## src/design/ibanv_pkg.sv

```systemverilog
// Shared constants, error codes and mod-97 helper functions for the IBAN validator.
package ibanv_pkg;

  // Result error codes
  localparam logic [2:0] ERR_OK           = 3'd0;
  localparam logic [2:0] ERR_SHORT        = 3'd1;
  localparam logic [2:0] ERR_COUNTRY      = 3'd2;
  localparam logic [2:0] ERR_CHECK_DIGITS = 3'd3;
  localparam logic [2:0] ERR_UNKNOWN      = 3'd4;
  localparam logic [2:0] ERR_LENGTH       = 3'd5;
  localparam logic [2:0] ERR_BAD_CHAR     = 3'd6;
  localparam logic [2:0] ERR_CHECKSUM     = 3'd7;

  localparam int          MOD_BASE  = 97;
  localparam logic [5:0]  MIN_LEN   = 6'd15;
  localparam logic [5:0]  COUNT_MAX = 6'd63;
  localparam logic [5:0]  HEAD_LEN  = 6'd4;
  // 2^10 mod 97, used to fold the top bits of the final sum
  localparam logic [10:0] POW10_MOD = 11'd54;
  // Largest multiple count needed to cover an 11-bit value
  localparam int          FOLD_STEPS = 2047 / MOD_BASE;

  function automatic logic is_letter(input logic [7:0] c);
    return (c >= 8'h41) && (c <= 8'h5A);
  endfunction

  function automatic logic is_digit(input logic [7:0] c);
    return (c >= 8'h30) && (c <= 8'h39);
  endfunction

  // Reduce an 11-bit value modulo 97 with parallel threshold compares
  function automatic logic [6:0] mod97_reduce(input logic [10:0] t);
    logic [10:0] m;
    m = '0;
    for (int k = 1; k <= FOLD_STEPS; k++) begin
      if (t >= 11'(k * MOD_BASE)) m = 11'(k * MOD_BASE);
    end
    return 7'(t - m);
  endfunction

  // IBAN length by country; zero when the country is not listed
  function automatic logic [5:0] country_len(input logic [7:0] a, input logic [7:0] b);
    logic [5:0] len;
    case ({a, b})
      "AD": len = 6'd24;  "AE": len = 6'd23;  "AL": len = 6'd28;  "AT": len = 6'd20;
      "AZ": len = 6'd28;  "BA": len = 6'd20;  "BE": len = 6'd16;  "BG": len = 6'd22;
      "BH": len = 6'd22;  "BR": len = 6'd29;  "BY": len = 6'd28;  "CH": len = 6'd21;
      "CR": len = 6'd22;  "CY": len = 6'd28;  "CZ": len = 6'd24;  "DE": len = 6'd22;
      "DK": len = 6'd18;  "DO": len = 6'd28;  "EE": len = 6'd20;  "EG": len = 6'd29;
      "ES": len = 6'd24;  "FI": len = 6'd18;  "FO": len = 6'd18;  "FR": len = 6'd27;
      "GB": len = 6'd22;  "GE": len = 6'd22;  "GI": len = 6'd23;  "GL": len = 6'd18;
      "GR": len = 6'd27;  "GT": len = 6'd28;  "HR": len = 6'd21;  "HU": len = 6'd28;
      "IE": len = 6'd22;  "IL": len = 6'd23;  "IS": len = 6'd26;  "IT": len = 6'd27;
      "JO": len = 6'd30;  "KW": len = 6'd30;  "KZ": len = 6'd20;  "LB": len = 6'd28;
      "LC": len = 6'd32;  "LI": len = 6'd21;  "LT": len = 6'd20;  "LU": len = 6'd20;
      "LV": len = 6'd21;  "MC": len = 6'd27;  "MD": len = 6'd24;  "ME": len = 6'd22;
      "MK": len = 6'd19;  "MR": len = 6'd27;  "MT": len = 6'd31;  "MU": len = 6'd30;
      "NL": len = 6'd18;  "NO": len = 6'd15;  "PK": len = 6'd24;  "PL": len = 6'd28;
      "PS": len = 6'd29;  "PT": len = 6'd25;  "QA": len = 6'd29;  "RO": len = 6'd24;
      "RS": len = 6'd22;  "SA": len = 6'd24;  "SE": len = 6'd24;  "SI": len = 6'd19;
      "SK": len = 6'd24;  "SM": len = 6'd27;  "TN": len = 6'd24;  "TR": len = 6'd26;
      "UA": len = 6'd29;  "VA": len = 6'd22;  "VG": len = 6'd24;  "XK": len = 6'd20;
      default: len = 6'd0;
    endcase
    return len;
  endfunction

endpackage

```

## src/design/ibanv_if.sv

```systemverilog
// Valid/ready channel interfaces for IBAN characters in and check results out.
interface ibanv_char_if;
  logic       valid;
  logic       ready;
  logic [7:0] char_code;
  logic       last;

  modport source (output valid, output char_code, output last, input ready);
  modport sink   (input valid, input char_code, input last, output ready);
endinterface

interface ibanv_res_if;
  logic       valid;
  logic       ready;
  logic       valid_res;
  logic [2:0] error_code;
  logic [6:0] remainder_out;

  modport source (output valid, output valid_res, output error_code,
                  output remainder_out, input ready);
  modport sink   (input valid, input valid_res, input error_code,
                  input remainder_out, output ready);
endinterface

```

## src/design/iban_mod97_validator_core.sv

```systemverilog
// IBAN mod 97-10 validator: byte stream in, one check result per IBAN out.
//
// in_ch carries one ASCII byte per transfer with last marking the final byte
// of an IBAN. Whitespace is skipped, lower case is folded to upper case.
// out_ch carries one result per IBAN: valid_res, error_code, remainder_out.
// Three register stages: input register (per-byte state update), a snapshot
// register taken at the last byte (checks and final remainder fold), and
// the output register. out_ch.valid rises once the last byte has passed
// through all three. One byte per cycle is sustained while in_ch.ready is high;
// the per-byte modulo update is a combinational small add and threshold
// reduction, so the input register takes a new byte as it hands one on.
// When out_ch stalls, a pending result waits in the output register and a
// second one in the snapshot stage; bytes that are not last keep flowing.
// in_ch.ready only drops when a last byte sits in the input register, both
// later stages hold results and out_ch.ready is low.
// Reset (rst_n low, synchronous) empties all stages and clears the running
// count, remainder and bad-character flag; after each last byte the block
// returns to that same cleared state for the next IBAN.
module iban_mod97_validator_core
  import ibanv_pkg::*;
(
  input  logic         clk,
  input  logic         rst_n,
  ibanv_char_if.sink   in_ch,
  ibanv_res_if.source  out_ch
);

  // Stage A: input register
  logic       a_vld_r;
  logic [7:0] a_char_r;
  logic       a_last_r;

  // Per-IBAN running state
  logic [7:0] head_r [4];
  logic [5:0] cnt_r;
  logic [6:0] rem_r;
  logic       bad_r;

  logic [7:0] head_nxt [4];
  logic [5:0] cnt_nxt;
  logic [6:0] rem_nxt;
  logic       bad_nxt;

  // Stage B: snapshot at the last byte
  logic       b_vld_r;
  logic [7:0] b_head_r [4];
  logic [5:0] b_cnt_r;
  logic [6:0] b_rem_r;
  logic       b_bad_r;

  // Output register
  logic       o_vld_r;
  logic       o_ok_r;
  logic [2:0] o_err_r;
  logic [6:0] o_rem_r;

  // Flow control
  logic c_free, b_free, a_go, a_free;

  assign c_free      = !o_vld_r || out_ch.ready;
  assign b_free      = !b_vld_r || c_free;
  assign a_go        = a_vld_r && (!a_last_r || b_free);
  assign a_free      = !a_vld_r || a_go;
  assign in_ch.ready = a_free;

  always_ff @(posedge clk) begin
    if (!rst_n) begin
      a_vld_r <= 1'b0;
    end else if (a_free) begin
      a_vld_r <= in_ch.valid;
    end
  end

  always_ff @(posedge clk) begin
    if (a_free) begin
      a_char_r <= in_ch.char_code;
      a_last_r <= in_ch.last;
    end
  end

  // Byte classification and case folding
  logic       a_space, a_let, a_dig;
  logic [7:0] a_up;
  logic [3:0] a_dval;
  logic [5:0] a_lval;
  logic [10:0] a_sum;

  always_comb begin
    a_space = ((a_char_r >= 8'd9) && (a_char_r <= 8'd13)) || (a_char_r == 8'd32);
    a_up    = ((a_char_r >= 8'h61) && (a_char_r <= 8'h7A)) ? a_char_r - 8'd32 : a_char_r;
    a_let   = is_letter(a_up);
    a_dig   = is_digit(a_up);
    a_dval  = 4'(a_up - 8'h30);
    a_lval  = 6'(a_up - 8'd55);
    // digit: r*10 + d, letter: r*100 + v == r*3 + v (mod 97)
    if (a_dig) begin
      a_sum = 11'({rem_r, 3'b000}) + 11'({rem_r, 1'b0}) + 11'(a_dval);
    end else begin
      a_sum = 11'(rem_r) + 11'({rem_r, 1'b0}) + 11'(a_lval);
    end
  end

  // Next running state for a kept byte
  always_comb begin
    for (int i = 0; i < 4; i++) head_nxt[i] = head_r[i];
    cnt_nxt = cnt_r;
    rem_nxt = rem_r;
    bad_nxt = bad_r;
    if (!a_space) begin
      if (cnt_r < HEAD_LEN) begin
        head_nxt[cnt_r[1:0]] = a_up;
      end else begin
        if (!a_let && !a_dig) bad_nxt = 1'b1;
        if (a_let || a_dig) rem_nxt = mod97_reduce(a_sum);
      end
      if (cnt_r < COUNT_MAX) cnt_nxt = cnt_r + 6'd1;
    end
  end

  // Running state registers; cleared after every last byte
  always_ff @(posedge clk) begin
    if (!rst_n) begin
      cnt_r <= '0;
      rem_r <= '0;
      bad_r <= 1'b0;
    end else if (a_go) begin
      if (a_last_r) begin
        cnt_r <= '0;
        rem_r <= '0;
        bad_r <= 1'b0;
      end else begin
        cnt_r <= cnt_nxt;
        rem_r <= rem_nxt;
        bad_r <= bad_nxt;
      end
    end
  end

  always_ff @(posedge clk) begin
    if (a_go && !a_last_r) begin
      for (int i = 0; i < 4; i++) head_r[i] <= head_nxt[i];
    end
  end

  // Snapshot stage
  always_ff @(posedge clk) begin
    if (!rst_n) begin
      b_vld_r <= 1'b0;
    end else if (b_free) begin
      b_vld_r <= a_go && a_last_r;
    end
  end

  always_ff @(posedge clk) begin
    if (b_free && a_go && a_last_r) begin
      for (int i = 0; i < 4; i++) b_head_r[i] <= head_nxt[i];
      b_cnt_r <= cnt_nxt;
      b_rem_r <= rem_nxt;
      b_bad_r <= bad_nxt;
    end
  end

  // Final fold: rem*10^6 + head digits, 10^6 == 27 and 10^4 == 9 (mod 97)
  logic [5:0]  b_clen;
  logic [11:0] b_x;
  logic [10:0] b_xf;
  logic [6:0]  b_final;
  logic [2:0]  b_err;
  logic [6:0]  b_rem_out;
  logic [5:0]  b_av, b_bv;
  logic [3:0]  b_cd, b_dd;

  always_comb begin
    b_av   = 6'(b_head_r[0] - 8'd55);
    b_bv   = 6'(b_head_r[1] - 8'd55);
    b_cd   = 4'(b_head_r[2] - 8'h30);
    b_dd   = 4'(b_head_r[3] - 8'h30);
    b_x    = 12'({b_rem_r, 4'b0000}) + 12'({b_rem_r, 3'b000}) + 12'({b_rem_r, 1'b0})
           + 12'(b_rem_r)
           + 12'({b_av, 3'b000}) + 12'(b_av)
           + 12'({b_bv, 1'b0}) + 12'(b_bv)
           + 12'({b_cd, 3'b000}) + 12'({b_cd, 1'b0}) + 12'(b_dd);
    b_xf   = 11'(b_x[11:10]) * POW10_MOD + 11'(b_x[9:0]);
    b_final = mod97_reduce(b_xf);
    b_clen = country_len(b_head_r[0], b_head_r[1]);

    // Checks in priority order
    b_rem_out = '0;
    if (b_cnt_r < MIN_LEN) begin
      b_err = ERR_SHORT;
    end else if (!is_letter(b_head_r[0]) || !is_letter(b_head_r[1])) begin
      b_err = ERR_COUNTRY;
    end else if (!is_digit(b_head_r[2]) || !is_digit(b_head_r[3])) begin
      b_err = ERR_CHECK_DIGITS;
    end else if (b_clen == 6'd0) begin
      b_err = ERR_UNKNOWN;
    end else if (b_cnt_r != b_clen) begin
      b_err = ERR_LENGTH;
    end else if (b_bad_r) begin
      b_err = ERR_BAD_CHAR;
    end else begin
      b_rem_out = b_final;
      b_err     = (b_final == 7'd1) ? ERR_OK : ERR_CHECKSUM;
    end
  end

  // Output register
  always_ff @(posedge clk) begin
    if (!rst_n) begin
      o_vld_r <= 1'b0;
    end else if (c_free) begin
      o_vld_r <= b_vld_r;
    end
  end

  always_ff @(posedge clk) begin
    if (c_free && b_vld_r) begin
      o_ok_r  <= (b_err == ERR_OK);
      o_err_r <= b_err;
      o_rem_r <= b_rem_out;
    end
  end

  assign out_ch.valid         = o_vld_r;
  assign out_ch.valid_res     = o_ok_r;
  assign out_ch.error_code    = o_err_r;
  assign out_ch.remainder_out = o_rem_r;

  // Running remainder is always a proper residue
  assert property (@(posedge clk) disable iff (!rst_n) rem_r < 7'(MOD_BASE))
    else $error("running remainder out of range");

  // State is cleared once a last byte is consumed
  assert property (@(posedge clk) disable iff (!rst_n)
    (a_go && a_last_r) |=> (cnt_r == '0 && rem_r == '0 && !bad_r))
    else $error("state not cleared after last byte");

  // Pass flag agrees with the error code
  assert property (@(posedge clk) disable iff (!rst_n)
    out_ch.valid |-> (out_ch.valid_res == (out_ch.error_code == ERR_OK)))
    else $error("valid_res inconsistent with error_code");

  // No remainder is reported for errors found before the checksum step
  assert property (@(posedge clk) disable iff (!rst_n)
    (out_ch.valid && out_ch.error_code != ERR_OK && out_ch.error_code != ERR_CHECKSUM)
      |-> (out_ch.remainder_out == '0))
    else $error("remainder reported for an early error");

endmodule
```

## src/flat_wrapper.sv

```systemverilog
// flat-port wrapper written by rule: the top's interface ports become plain ports
module iban_mod97_validator_core_flat import ibanv_pkg::*;
  (clk, rst_n, in_ch_valid, in_ch_char_code, in_ch_last, in_ch_ready, out_ch_valid, out_ch_valid_res, out_ch_error_code, out_ch_remainder_out, out_ch_ready);
  ibanv_char_if in_ch_i ();
  ibanv_res_if out_ch_i ();
  input  logic clk;
  input  logic rst_n;
  input wire logic [$bits(in_ch_i.valid)-1:0] in_ch_valid;
  input wire logic [$bits(in_ch_i.char_code)-1:0] in_ch_char_code;
  input wire logic [$bits(in_ch_i.last)-1:0] in_ch_last;
  output wire logic [$bits(in_ch_i.ready)-1:0] in_ch_ready;
  output wire logic [$bits(out_ch_i.valid)-1:0] out_ch_valid;
  output wire logic [$bits(out_ch_i.valid_res)-1:0] out_ch_valid_res;
  output wire logic [$bits(out_ch_i.error_code)-1:0] out_ch_error_code;
  output wire logic [$bits(out_ch_i.remainder_out)-1:0] out_ch_remainder_out;
  input wire logic [$bits(out_ch_i.ready)-1:0] out_ch_ready;
  assign in_ch_i.valid = in_ch_valid;
  assign in_ch_i.char_code = in_ch_char_code;
  assign in_ch_i.last = in_ch_last;
  assign in_ch_ready = in_ch_i.ready;
  assign out_ch_valid = out_ch_i.valid;
  assign out_ch_valid_res = out_ch_i.valid_res;
  assign out_ch_error_code = out_ch_i.error_code;
  assign out_ch_remainder_out = out_ch_i.remainder_out;
  assign out_ch_i.ready = out_ch_ready;
  iban_mod97_validator_core u_core (.clk(clk), .rst_n(rst_n), .in_ch(in_ch_i), .out_ch(out_ch_i));
endmodule
```

## config.mk

```make
export PLATFORM = sky130hd
export DESIGN_NAME = iban_mod97_validator_core_flat
export DESIGN_NICKNAME = d
export VERILOG_FILES = /design/src/design/ibanv_pkg.sv /design/src/design/ibanv_if.sv /design/src/design/iban_mod97_validator_core.sv /design/src/flat_wrapper.sv
export SDC_FILE = /design/constraint.sdc
export NUM_CORES = 1
export LEC_CHECK = 0
export BUFFER_PORTS_ARGS = -buffer_cell sky130_fd_sc_hd__buf_2
export CAP_MARGIN = 40
export CORE_UTILIZATION = 35
export CTS_CLUSTER_DIAMETER = 60
export DETAILED_ROUTE_END_ITERATION = 12
export PLACE_DENSITY = 0.46
export SYNTH_ARGS = -nofsm -noshare
export SYNTH_HDL_FRONTEND = slang
export SYNTH_SLANG_ARGS = --single-unit
```

## constraint.sdc

```tcl
create_clock -name clk -period 13.91 [get_ports clk]
set_input_delay 2.782 -clock clk [delete_from_list [all_inputs] [get_ports clk]]
set_output_delay 2.782 -clock clk [all_outputs]
set_load 0.01 [all_outputs]
```

==> metrics.yaml, run 1 <==
fin_nets: 1409
post_cts_resized: 0
cts_buffers: 17
crit_arrival_ns: 12.23
avgViaCountPerCell: 5.57
clk_latency_ns: 0.43
worstMarginPinSlew_ns: 0.885
wirelength_um: 30500
status: "finished, final reports clean"
drt_iter0_drc: 721
finalSetupTns_ns: 0
top_usage_layer: "met2"
met3_usage_pct: 2.46
slew_violations: 0
die_w_um: 183
gr-usage-met2_pct: 30.9
clockBufferDepth: 2
fin_ws_ns: 1.84
io_buffers: 25
num_vias: 9483
clkSinkCount: 115
grt_first_pass_wirelength_um: 49400
cts_tree: "done"
post-place-ws_ns: 1.91
final_cells: 1702
synth.yosys.seq_area_share_pct: 28.7
rsz0062_at_grt: "false"
ys_types: 98
area_delta_synth_final_pct: 9.92
slew_headroom_pct: 39.5
start_util_pct: 35.9
placementRows: 65
drive_gt1_share_pct: 10.2
end_kind: "register"
synth_warnings: 0
synth_largest_area_cell: "edfxtp_1"
crit_fanout: 24
die_h_um: 183
antenna_cells: 0
critPathLaunchType: "register"
max_freq_mhz: 82.8
worstSetupPathType: "register to register"
synth_top_area_share_pct: 25.7
skew_ns: 0.0171
avgSynthCellArea_um2: 9.20
synth_seq_cells: 115
min_path_type: "register to register"
die-area_um2: 33500
dp_cells: 1670
min_period_ns: 12.07
drt-wirelength-per-cell_um: 17.9
synthArstFlopShare_pct: 0
root_buffer: "clkbuf_16"
core-area_um2: 31900
final_antenna_net_count: 0
cp_slowest_cell: "edfxtp_1"
drcViolationCount: 0
slowest_delay_ns: 0.87
netlist_area_um2: 11500
dr.pass1.iters: 5
grt_pass1_vias: 9235
netlist_top_cells_area: "edfxtp_1, ha_1, fa_1"
cts_setup_buffers: 0
synth_ff_type: "edfxtp_1"
grt-ovfl-total: 0
hold_buffers: 0
grt_use_met1_pct: 25.7
critPathRequiredTime_ns: 14.06
dp.final_hpwl_um: 23800
gp_congestion: 0.877
ios: 26
cap_viol_max_count: 0
setup_viol: 0
clk_pin_slew_worst_paths_ns: 0.06
track_usage_pct: 18.7
hold_viol_final: 0
synth_cells: 1245
min_period_over_period_pct: 86.8
synth_common_cells: "edfxtp_1, nand2_1, ha_1"
critPathMostFrequentCell: "fa_1"
grt_max_degree: 47
synth_nets: 1400
htree_num_levels: 4
grt_antenna_before_repair: 0
synth_edf_count: 98
## placed cells by master, fill, tap and decap left out, drive strengths merged, types with 29 or more instances in the layout
master,synthesis,layout
ha,95,95
buf,16,37
inv,96,99
nor2,67,67
edfxtp,98,98
fa,47,47
nand3,31,31
xnor2,31,31
nor2b,29,29
a21oi,68,68
nor3,38,38
nand2,98,98
o21ai,75,75
## kinds of logic after synthesis
kind of cell	Yosys count	share of synthesized area [%]
buffers and inverters	144	4.89
flip-flops	115	28.7
AO/OA/AOI/OAI	340	20.6
AND/OR/NAND/NOR	424	20.4
XOR/XNOR	52	4.12
adder cells (fa/ha/maj)	142	18.6
multiplexers	28	2.70
## cell type report
class                           count  area, um2
Clock buffer                       17        425
Clock inverter                     15        133
Fill cell                        3281      19300
Inverter                           97        364
Multi-Input combinational cell    986       7630
Sequential cell                   115       3280
Tap cell                          435        544
Timing Repair Buffer               37        210
## flip-flops by register name (all words and copies together), names as in the netlist
name,flops
u_core.a_char_r,8
u_core.a_last_r,1
u_core.a_vld_r,1
u_core.b_bad_r,1
u_core.b_cnt_r,6
u_core.b_head_r,32
u_core.b_rem_r,7
u_core.b_vld_r,1
u_core.bad_r,1
u_core.cnt_r,6
u_core.head_r,32
u_core.out_ch.error_code,3
u_core.out_ch.remainder_out,7
u_core.out_ch.valid,1
u_core.out_ch.valid_res,1
u_core.rem_r,7
## worst max-delay path: cells and delay by family, from the launching register on
family / cells / cell delay (ns)
adders and majority gates: 11 / 4.51
AOI/OAI and AO/OA: 14 / 2.94
and+or+nand+nor: 8 / 2.04
DFF: 1 / 0.87
buffers and inverters: 5 / 0.74
xor gates and xnor gates: 2 / 0.71
## worst paths after layout
kind | end | startpoint | slack [ns] | cells after the start
setup reg to reg | u_core.out_ch.valid_res$_DFFE_PP_ | u_core.b_head_r[0][3]$_DFFE_PP_ | 1.84 | 40
hold / removal | u_core.b_vld_r$_SDFFE_PN0P_ | u_core.b_vld_r$_SDFFE_PN0P_ | 0.49 | 2
setup / recovery | u_core.out_ch.valid_res$_DFFE_PP_ | u_core.b_head_r[0][3]$_DFFE_PP_ | 1.84 | 40
hold reg to reg | u_core.b_vld_r$_SDFFE_PN0P_ | u_core.b_vld_r$_SDFFE_PN0P_ | 0.49 | 2
## through the flow
stage	util [%]	hold slack, ns	cell area (um2)
after detailed placement	37.8	0.487	12000
after floorplan	-	0.458	11500
final	39.5	0.495	12600
after global placement	37.7	0.480	12000
after global routing	39.5	0.539	12600
after CTS	39.5	0.498	12600
## layer usage
layer	up-vias	share of wire [%]
li1	4677	-
met1	4501	48
met2	262	47
met3	43	3.9
met4	0	1.6
met5	-	0
Power of run 1 is left out: the tool's default activity adds up to more than one toggle a clock period on the data nets, which glitch-free logic cannot reach.
==> run 2, diff against run 1 <==
Settings changed: CORE_ASPECT_RATIO set to 1.2.
==> run 2 against run 1 <==
  * First-iteration DRC count increased by 3.6%
  * Cell area grew 0.14%
  * Fmax grew 0.31%
  * Critical path depth unchanged
  * Utilization is 0.40 points lower
  * Cell count down 1.5%
  * Clock-buffer cell count unchanged
  * Critical path type unchanged
  * Largest cell class unchanged
==> metrics.yaml, run 2 (same netlist as run 1, synthesis figures left out) <==
cp_slowest_cell: "edfxtp_1"
setup_viol: 0  # unchanged
design_area_um2: 12600  # +0.14%
dr.pass1.iters: 5  # unchanged
area_delta_synth_final_pct: 10.1
critPathMostFrequentCell: "fa_1"
die_h_um: 200  # +9.4%
cts_setup_buffers: 0  # unchanged
drt-wirelength-per-cell_um: 18.8  # +4.9%
final_cells: 1677  # -1.5%
timing.hold.ws_ns: 0.491  # -0.00365 ns
cts_tree: "done"
crit_arrival_ns: 12.19  # -0.04 ns
grt_first_pass_wirelength_um: 51300  # +3.7%
ios: 26  # unchanged
end_kind: "register"
grt_antenna_before_repair: 0  # unchanged
min_period_ns: 12.04  # -0.0373 ns
placed_area_um2: 12000  # about the same
slowest_delay_ns: 0.87  # about the same
dp.final_hpwl_um: 24800  # +4.6%
grt_pass1_vias: 9440  # +2.2%
status: "finished, final reports clean"
worstSetupPathType: "register to register"
cts_buffers: 17  # unchanged
htree_num_levels: 4  # unchanged
placementRows: 72  # +11%
avgViaCountPerCell: 5.68  # +1.9%
fin_nets: 1412  # +0.21%
root_buffer: "clkbuf_16"
final_cell_mix: "nand2_1, edfxtp_1, ha_1"
wirelength_um: 31500  # +3.3%
min_path_type: "register to register"
critPathRequiredTime_ns: 14.06  # about the same
critPathTopFamily: "adder cells"
grt-ovfl-total: 0  # unchanged
num_vias: 9525  # +0.44%
hold_buffers: 0  # unchanged
min_period_over_period_pct: 86.5  # -0.27 points
die-area_um2: 33500  # about the same
slew_headroom_pct: 41.7  # +2.2 points
clkSinkCount: 115  # unchanged
timing.critical_path.buf_inv: 5  # unchanged
grt_max_degree: 47  # unchanged
skew_ns: 0.0143  # -0.00287 ns
start_util_pct: 35.5  # -0.41 points
clk_latency_ns: 0.42  # about the same
die_w_um: 167  # -8.6%
worstMarginPinSlew_ns: 0.852  # -0.0323 ns
dp_cells: 1645  # -1.5%
core-area_um2: 32300  # +1.2%
finalSetupTns_ns: 0  # unchanged
clockBufferDepth: 2  # unchanged
rsz0062_at_grt: "false"
post_cts_resized: 0  # unchanged
n_fill_cell: 3306  # +0.76%
drive_gt1_share_pct: 10.5  # +0.29 points
critPathLaunchType: "register"
antenna_cells: 0  # unchanged
hold_viol_final: 0  # unchanged
track_usage_pct: 19.2  # +0.54 points
slew_violations: 0  # unchanged
drt_iter0_drc: 747  # +3.6%
final_antenna_net_count: 0  # unchanged
gp_congestion: 0.927  # +5.7%
crit_fanout: 24  # unchanged
cap_viol_max_count: 0  # unchanged
clk_pin_slew_worst_paths_ns: 0.06  # about the same
io_buffers: 25  # unchanged
drcViolationCount: 0  # unchanged
reg.largest.list: "u_core.b_head_r (32), u_core.head_r (32), u_core.a_char_r (8)"
max_freq_mhz: 83.1  # +0.31%
==> run 2: cell types whose count changed in the layout (fill, tap and decap cells not counted), moves of 2 or more <==
cell and delta:
clkinv_1 -2, buf_6 +2, buf_4 +2, clkinvlp_4 -4, clkinv_4 -2, inv_6 +4
inv_8 +4
==> run 2: through the flow <==
step                      setup WS [ns]  util [%]
final                              1.87      39.1
after global routing              0.821      39.1
after floorplan                    2.75         -
after global placement             2.14      37.2
after detailed placement           1.95      37.3
after CTS                          1.93      39.1
==> run 2: per-layer routing <==
| layer | global-route usage, % | share of wire, % | routed length (um) |
|---|---|---|---|
| met5 | 0 | 0 | 0 |
| met4 | 6.52 | 2.7 | 849 |
| met3 | 2.29 | 3.0 | 934 |
| met2 | 34.1 | 50 | 15900 |
| met1 | 24.1 | 44 | 13900 |
==> run 2: final cells by class <==
class	count	area [um2]	area share [%]
Clock buffer	17	425	3.37
Sequential cell	115	3280	26.0
Timing Repair Buffer	40	243	1.92
Tap cell	407	509	4.04
Clock inverter	15	158	1.25
Multi-Input combinational cell	986	7630	60.5
Inverter	97	364	2.89
==> run 2: worst paths after layout <==
| path | from | to | slack (ns) | cells after the start |
|---|---|---|---|---|
| worst max-delay path | u_core.b_head_r[0][3]$_DFFE_PP_ | u_core.out_ch.valid_res$_DFFE_PP_ | 1.87 | 40 |
| worst min-delay path | u_core.b_vld_r$_SDFFE_PN0P_ | u_core.b_vld_r$_SDFFE_PN0P_ | 0.49 | 2 |
| worst max register to register | u_core.b_head_r[0][3]$_DFFE_PP_ | u_core.out_ch.valid_res$_DFFE_PP_ | 1.87 | 40 |
| worst min register to register | u_core.b_vld_r$_SDFFE_PN0P_ | u_core.b_vld_r$_SDFFE_PN0P_ | 0.49 | 2 |
==> run 2: worst reg2reg max path: cells and delay by family (launching register included) <==
kind            cells  cell delay (ns)
compound gates     14             2.86
xor+xnor            2             0.73
simple gates        8             2.04
buf+inv             5             0.76
flops               1             0.87
fa+ha+maj          11             4.53
Power of run 2 is left out for the same reason.
